<file path="config.mk">
export PLATFORM = sky130hd
export DESIGN_NAME = unit_pool_allocator_top
export DESIGN_NICKNAME = d
export VERILOG_FILES = /design/src/design/upa_pkg.sv /design/src/design/unit_pool_allocator_top.sv /design/src/design/upa_ctrl.sv /design/src/design/upa_datapath.sv
export SDC_FILE = /design/constraint.sdc
export NUM_CORES = 1
export LEC_CHECK = 0
export BUFFER_PORTS_ARGS = -buffer_cell sky130_fd_sc_hd__buf_2
export CAP_MARGIN = 15
export CORE_UTILIZATION = 45
export CTS_CLUSTER_DIAMETER = 150
export DETAILED_ROUTE_END_ITERATION = 12
export PLACE_DENSITY_LB_ADDON = 0.3
export SLEW_MARGIN = 20
export SYNTH_ARGS = -nofsm -noshare
export SYNTH_HDL_FRONTEND = slang
export SYNTH_SLANG_ARGS = --single-unit
</file>
<file path="constraint.sdc">
create_clock -name clk -period 3 [get_ports clk]
set_input_delay 0.15 -clock clk [delete_from_list [all_inputs] [get_ports clk]]
set_output_delay 0.15 -clock clk [all_outputs]
set_load 0.05 [all_outputs]
</file>
<file path="src/design/upa_pkg.sv">
// shared constants, status codes and control types for the unit pool allocator
package upa_pkg;

    localparam int POOL_UNITS  = 16;
    localparam int MAX_RESULTS = 16;
    localparam int UNIT_W      = 4;
    localparam int CNT_W       = 5;
    localparam int STATUS_W    = 2;

    localparam logic OP_ALLOC   = 1'b0;
    localparam logic OP_RELEASE = 1'b1;

    localparam logic [STATUS_W-1:0] ST_GRANTED  = 2'd0;
    localparam logic [STATUS_W-1:0] ST_RELEASED = 2'd1;
    localparam logic [STATUS_W-1:0] ST_SHORT    = 2'd2;
    localparam logic [STATUS_W-1:0] ST_BAD      = 2'd3;

    typedef struct packed {
        logic load;
        logic emit_bad;
        logic emit_short;
        logic release_unit;
        logic alloc_start;
        logic grant;
    } upa_cmd_t;

    typedef struct packed {
        logic op_release;
        logic req_bad;
        logic req_short;
        logic rel_ok;
        logic last_grant;
        logic any_free;
    } upa_sts_t;

endpackage

</file>
<file path="src/design/unit_pool_allocator_top.sv">
// top level of the unit pool allocator
//
//  channel  | handshake            | payload
//  ---------+----------------------+--------------------------------------
//  request  | start in, busy out   | op, count, unit
//  result   | strobe out           | unit_index, status, last, free_units
//
//  a request is taken at a clock edge with start high and busy low
//  release, bad request and insufficient: check state, then registered result
//  allocate of n units: a check state, then one grant per cycle
//  from the priority scan over the busy map
//  the next request can be taken in the cycle the final result is shown
//  reset restores an all-free pool; results cannot be stalled by the receiver
module unit_pool_allocator_top (
    input  logic                          clk,
    input  logic                          rst_n,
    input  logic                          start,
    output logic                          busy,
    input  logic                          op,
    input  logic [upa_pkg::CNT_W-1:0]     count,
    input  logic [upa_pkg::UNIT_W-1:0]    unit,
    output logic                          strobe,
    output logic [upa_pkg::UNIT_W-1:0]    unit_index,
    output logic [upa_pkg::STATUS_W-1:0]  status,
    output logic                          last,
    output logic [upa_pkg::CNT_W-1:0]     free_units
);
    import upa_pkg::*;

    // command and status between controller and datapath
    upa_cmd_t cmd;
    upa_sts_t sts;

    // sequencer: idle, request check, then one grant per cycle
    upa_ctrl u_ctrl (
        .clk   (clk),
        .rst_n (rst_n),
        .start (start),
        .sts   (sts),
        .cmd   (cmd),
        .busy  (busy)
    );

    // pool state, lowest-free scan and registered result
    upa_datapath u_datapath (
        .clk        (clk),
        .rst_n      (rst_n),
        .op         (op),
        .count      (count),
        .unit       (unit),
        .cmd        (cmd),
        .sts        (sts),
        .strobe     (strobe),
        .unit_index (unit_index),
        .status     (status),
        .last       (last),
        .free_units (free_units)
    );

endmodule

</file>
<file path="src/design/upa_ctrl.sv">
// controller state machine for the unit pool allocator
module upa_ctrl (
    input  logic            clk,
    input  logic            rst_n,
    input  logic            start,
    input  upa_pkg::upa_sts_t sts,
    output upa_pkg::upa_cmd_t cmd,
    output logic            busy
);
    import upa_pkg::*;

    localparam logic [1:0] S_IDLE  = 2'd0;
    localparam logic [1:0] S_CHECK = 2'd1;
    localparam logic [1:0] S_GRANT = 2'd2;

    logic [1:0] state_reg;
    logic [1:0] state_next;

    always_ff @(posedge clk or negedge rst_n)
    begin
        if (!rst_n)
        begin
            state_reg <= S_IDLE;
        end
        else
        begin
            state_reg <= state_next;
        end
    end

    always_comb
    begin
        cmd        = '0;
        state_next = state_reg;
        case (state_reg)
            S_IDLE:
            begin
                if (start)
                begin
                    cmd.load   = 1'b1;
                    state_next = S_CHECK;
                end
            end
            S_CHECK:
            begin
                state_next = S_IDLE;
                if (sts.op_release)
                begin
                    if (sts.rel_ok)
                    begin
                        cmd.release_unit = 1'b1;
                    end
                    else
                    begin
                        cmd.emit_bad = 1'b1;
                    end
                end
                else if (sts.req_bad)
                begin
                    cmd.emit_bad = 1'b1;
                end
                else if (sts.req_short)
                begin
                    cmd.emit_short = 1'b1;
                end
                else
                begin
                    cmd.alloc_start = 1'b1;
                    state_next      = S_GRANT;
                end
            end
            S_GRANT:
            begin
                cmd.grant = 1'b1;
                if (sts.last_grant)
                begin
                    state_next = S_IDLE;
                end
            end
            default:
            begin
                state_next = S_IDLE;
            end
        endcase
    end

    assign busy = (state_reg != S_IDLE);

    // a grant cycle always finds a free unit
    a_grant_has_free: assert property (@(posedge clk) disable iff (!rst_n)
        (state_reg == S_GRANT) |-> sts.any_free)
        else $error("grant cycle with no free unit");

    // a grant run ends exactly when the last unit goes out
    a_grant_ends: assert property (@(posedge clk) disable iff (!rst_n)
        (state_reg == S_GRANT && sts.last_grant) |=> (state_reg == S_IDLE))
        else $error("grant run did not end after last unit");

    // state always holds one of the defined codes
    a_state_legal: assert property (@(posedge clk) disable iff (!rst_n)
        (state_reg == S_IDLE) || (state_reg == S_CHECK) || (state_reg == S_GRANT))
        else $error("controller in undefined state");

endmodule

</file>
<file path="src/design/upa_datapath.sv">
// busy bitmap, free count, free-unit scan and result registers
module upa_datapath (
    input  logic                          clk,
    input  logic                          rst_n,
    input  logic                          op,
    input  logic [upa_pkg::CNT_W-1:0]     count,
    input  logic [upa_pkg::UNIT_W-1:0]    unit,
    input  upa_pkg::upa_cmd_t             cmd,
    output upa_pkg::upa_sts_t             sts,
    output logic                          strobe,
    output logic [upa_pkg::UNIT_W-1:0]    unit_index,
    output logic [upa_pkg::STATUS_W-1:0]  status,
    output logic                          last,
    output logic [upa_pkg::CNT_W-1:0]     free_units
);
    import upa_pkg::*;

    logic                  op_reg;
    logic [CNT_W-1:0]      count_reg;
    logic [UNIT_W-1:0]     unit_reg;
    logic [POOL_UNITS-1:0] busy_map_reg;
    logic [CNT_W-1:0]      free_count_reg;
    logic [CNT_W-1:0]      remain_reg;
    logic                  strobe_reg;
    logic [UNIT_W-1:0]     unit_index_reg;
    logic [STATUS_W-1:0]   status_reg;
    logic                  last_reg;
    logic [CNT_W-1:0]      free_units_reg;

    logic [UNIT_W-1:0]     free_idx;
    logic                  any_free;

    // lowest free unit
    always_comb
    begin
        free_idx = '0;
        any_free = 1'b0;
        for (int i = POOL_UNITS - 1; i >= 0; i--)
        begin
            if (!busy_map_reg[i])
            begin
                free_idx = UNIT_W'(i);
                any_free = 1'b1;
            end
        end
    end

    always_comb
    begin
        sts.op_release = (op_reg == OP_RELEASE);
        sts.req_bad    = (count_reg == '0) || (count_reg > CNT_W'(POOL_UNITS))
                         || (count_reg > CNT_W'(MAX_RESULTS));
        sts.req_short  = (count_reg > free_count_reg);
        sts.rel_ok     = ({1'b0, unit_reg} < CNT_W'(POOL_UNITS))
                         && busy_map_reg[unit_reg];
        sts.last_grant = (remain_reg == CNT_W'(1));
        sts.any_free   = any_free;
    end

    always_ff @(posedge clk or negedge rst_n)
    begin
        if (!rst_n)
        begin
            busy_map_reg   <= '0;
            free_count_reg <= CNT_W'(POOL_UNITS);
            remain_reg     <= '0;
            strobe_reg     <= 1'b0;
        end
        else
        begin
            strobe_reg <= cmd.emit_bad | cmd.emit_short | cmd.release_unit | cmd.grant;
            if (cmd.release_unit)
            begin
                busy_map_reg[unit_reg] <= 1'b0;
                free_count_reg         <= free_count_reg + CNT_W'(1);
            end
            if (cmd.alloc_start)
            begin
                remain_reg     <= count_reg;
                free_count_reg <= free_count_reg - count_reg;
            end
            if (cmd.grant)
            begin
                busy_map_reg[free_idx] <= 1'b1;
                remain_reg             <= remain_reg - CNT_W'(1);
            end
        end
    end

    always_ff @(posedge clk)
    begin
        if (cmd.load)
        begin
            op_reg    <= op;
            count_reg <= count;
            unit_reg  <= unit;
        end
        if (cmd.emit_bad || cmd.emit_short)
        begin
            unit_index_reg <= '0;
            status_reg     <= cmd.emit_bad ? ST_BAD : ST_SHORT;
            last_reg       <= 1'b1;
            free_units_reg <= free_count_reg;
        end
        else if (cmd.release_unit)
        begin
            unit_index_reg <= unit_reg;
            status_reg     <= ST_RELEASED;
            last_reg       <= 1'b1;
            free_units_reg <= free_count_reg + CNT_W'(1);
        end
        else if (cmd.grant)
        begin
            unit_index_reg <= free_idx;
            status_reg     <= ST_GRANTED;
            last_reg       <= (remain_reg == CNT_W'(1));
            free_units_reg <= free_count_reg;
        end
    end

    assign strobe     = strobe_reg;
    assign unit_index = unit_index_reg;
    assign status     = status_reg;
    assign last       = last_reg;
    assign free_units = free_units_reg;

    // free count plus units still owed equals the number of clear bits
    a_count_matches_map: assert property (@(posedge clk) disable iff (!rst_n)
        $countones(~busy_map_reg) == (int'(free_count_reg) + int'(remain_reg)))
        else $error("free count out of step with busy map");

    // free count never exceeds the pool
    a_count_bound: assert property (@(posedge clk) disable iff (!rst_n)
        free_count_reg <= CNT_W'(POOL_UNITS))
        else $error("free count above pool size");

    // only grants come without last
    a_nonlast_is_grant: assert property (@(posedge clk) disable iff (!rst_n)
        (strobe_reg && !last_reg) |-> (status_reg == ST_GRANTED))
        else $error("non-final result that is not a grant");

    // a granted unit is busy right after its result goes out
    a_grant_marks_busy: assert property (@(posedge clk) disable iff (!rst_n)
        cmd.grant |=> busy_map_reg[unit_index_reg])
        else $error("granted unit not marked busy");

endmodule
</file>
==> impl_metrics.csv <==
group,metric,value,unit
routing,drt-wirelength-per-cell,17.1,um
timing,setup_slack,0.649,ns
final_layout,final_cell_area,3170,sq um
global_routing,grt.total_usage,0.218,
logic_synthesis,synth_seq_cells,51,
routing,drcViolationCount,0,
worst_hold_path,hold_path.class,"input pin to register",
clocking,post_cts_buffers,0,
floorplan,core_area,6060,sq um
clocking,ctsHtreeMaxLevel,2,
logic_synthesis,syn_nets,309,
clocking,cts_buffers,5,
critical_path,required,3.17,ns
critical_path,cp-end-kind,"register",
floorplan,die_h,82.2,um
placement,place_ws,0.709,ns
final_layout,diodes,0,
final_layout,layout.cells.non_filler,389,
logic_synthesis,ys_seq_area_frac,0.462,
logic_synthesis,synth_flop_cell,"dfrtp_1",
logic_synthesis,synth_area,2900,sq um
routing,drt-total-wl,6.65,mm
floorplan,rows,28,
global_routing,grt_pass1_vias,2196,
clocking,cts_tree,"yes",
global_routing,grt_pass1_wl,11.0,mm
floorplan,die_area,6760,sq um
clocking,cts-root-buf,"clkbuf_8",
global_routing,overflow,0,
final_layout,fin_nets,335,
logic_synthesis,synth.distinct_cells,58,
critical_path,critPathMaxFanout,7,
timing,finalSetupViolations,0,
logic_synthesis,synth_edf_count,17,
final_layout,synthToLayoutAreaGrowth,9.33,%
placement,port_buffers,26,
timing,max_freq,0.425,GHz
power,power,2.60,mW
logic_synthesis,async_reset_ff_frac,0.569,
timing,slew_viol_final,0,
floorplan,start_util,0.478,
timing,relSlewSlack,0.449,
critical_path,crit_type,"register to register",
routing,dr.pass1.iters,5,
run_status,outcome,"completed",
routing,ant_nets,0,
critical_path,startpoint_type,"register",
timing,holdWs,0.0158,ns
placement,placed_cells,379,
timing,fin_tns_setup,0,ns
power,peakVddDrop,462,uV
final_layout,num-fill-cells,561,
routing,vias,2420,
logic_synthesis,synth_cells,287,
timing,fin_crit,2.35,ns
final_layout,final_core_util,0.523,
global_routing,grt_max_degree,30,
routing,drt_iter0_drc,232,
timing,tightest_slew,0.827,ns
routing,viasPerCell,6.22,
floorplan,die_w,82.2,um
power,power_density,821,nW/um^2
timing,rsz0062_at_grt,"no",
run,cap_violations,0,
timing,hold_viol,0,
clocking,cts.sinks,51,
logic_synthesis,syn_avg_cell_area,10.1,sq um
final_layout,drive_above_1_share,0.146,
placement,dpl_cell_area,3060,sq um
floorplan,io_pins,27,
clocking,clock_latency,0.30,ns
timing,fin_crit_sh,0.784,
clocking,clk_pin_slew,0.09,ns
placement,place_congestion,0.852,
clocking,ctsResizeCount,0,
placement,dp_hpwl,4.89,mm
timing,fin_skew,0.00619,ns
power,p_leak,1.25,nW
global_routing,antenna_found_initial,0,
logic_synthesis,yosysWarnings,0,
critical_path,arrival,2.52,ns
clocking,ctsLongestPathBuffers,2,
final_layout,largest_reg_flops,16,
layout by cell type (no fill, tap or decap), types with 10 or more instances in the layout:
master	n
nor3_1	10
edfxtp_1	17
o21ai_0	26
nor2_1	13
dfrtp_1	28
o31ai_1	18
inv_1	14
buf_2	26
nand2_1	20
synth_stat cells (all sizes together) (9+ instances only):
library cell,n,share of area
edfxtp,17,0.18
o211ai,9,0.023
nand2,20,0.026
inv,14,0.018
dfrtp,28,0.24
o31ai,18,0.047
nor3,10,0.017
nor2b,9,0.019
o21ai,27,0.047
nand3,9,0.016
nand4,9,0.019
nor2,13,0.017
final timing paths:
check | slack [ns] | start | end | cells past startpoint
max | 0.65 | u_datapath.free_count_reg[1]$_DFFE_PN0P_ | u_datapath.free_count_reg[3]$_DFFE_PN0P_ | 6
min | 0.02 | count[0] | u_datapath.count_reg[0]$_DFFE_PP_ | 1
max reg2reg | 0.65 | u_datapath.free_count_reg[1]$_DFFE_PN0P_ | u_datapath.free_count_reg[3]$_DFFE_PN0P_ | 6
min reg2reg | 0.50 | u_datapath.unit_index[2]$_SDFFE_PP0P_ | u_datapath.unit_index[2]$_SDFFE_PP0P_ | 2
max in group asynchronous | 2.14 | rst_n | u_datapath.busy_map_reg[2]$_DFF_PN0_ | 2
min in group asynchronous | 0.42 | rst_n | u_datapath.busy_map_reg[12]$_DFF_PN0_ | 2
worst max-delay path, stage by stage (launching register included):
cell	delay, ns
dfrtp_1	0.46
ha_1	0.31
nor2b_1	0.13
o31a_1	0.28
o311a_1	0.40
a2111oi_0	0.52
nor3_1	0.12
report_power, final:
| group | internal, mW | total, mW | switching [mW] | leakage, nW |
|---|---|---|---|---|
| registers | 0.925 | 1.11 | 0.187 | 0.579 |
| logic | 0.369 | 1.11 | 0.739 | 0.629 |
| clock network | 0.163 | 0.382 | 0.219 | 0.0412 |
what timing repair did:
item / CTS / global route
hold endpoints to repair: 28 / 1
hold buffers: 1 / 1
setup endpoints to repair: 0 / 0
cell families (layout without fill, tap and decap cells):
| logic type | Yosys count | in the layout | share of synthesized area |
|---|---|---|---|
| AO/OA/AOI/OAI | 96 | 96 | 0.239 |
| AND/OR/NAND/NOR | 93 | 93 | 0.169 |
| flip-flops | 51 | 51 | 0.462 |
| buffers and inverters | 24 | 51 | 0.0410 |
| adder cells (fa/ha/maj) | 9 | 9 | 0.0415 |
| multiplexers | 9 | 9 | 0.0328 |
| XOR/XNOR | 5 | 5 | 0.0151 |
cell type report:
type / instances / area [sq um] / area share
clock inverter: 2 / 12.5 / 0.00395
multi-input combinational: 212 / 1440 / 0.455
timing repair buffer: 29 / 158 / 0.0498
clock buffer: 6 / 72.6 / 0.0229
sequential: 51 / 1340 / 0.422
tap: 75 / 93.8 / 0.0296
inverter: 14 / 52.6 / 0.0166
metal layers:
metal	wire length, um	track usage	vias to the layer above
met3	364	0.0330	12
met4	56	0.0614	0
met5	0	0	-
met1	3180	0.317	1160
met2	3060	0.337	91
li1	-	-	1157
Power figures use the tool's default switching activity.
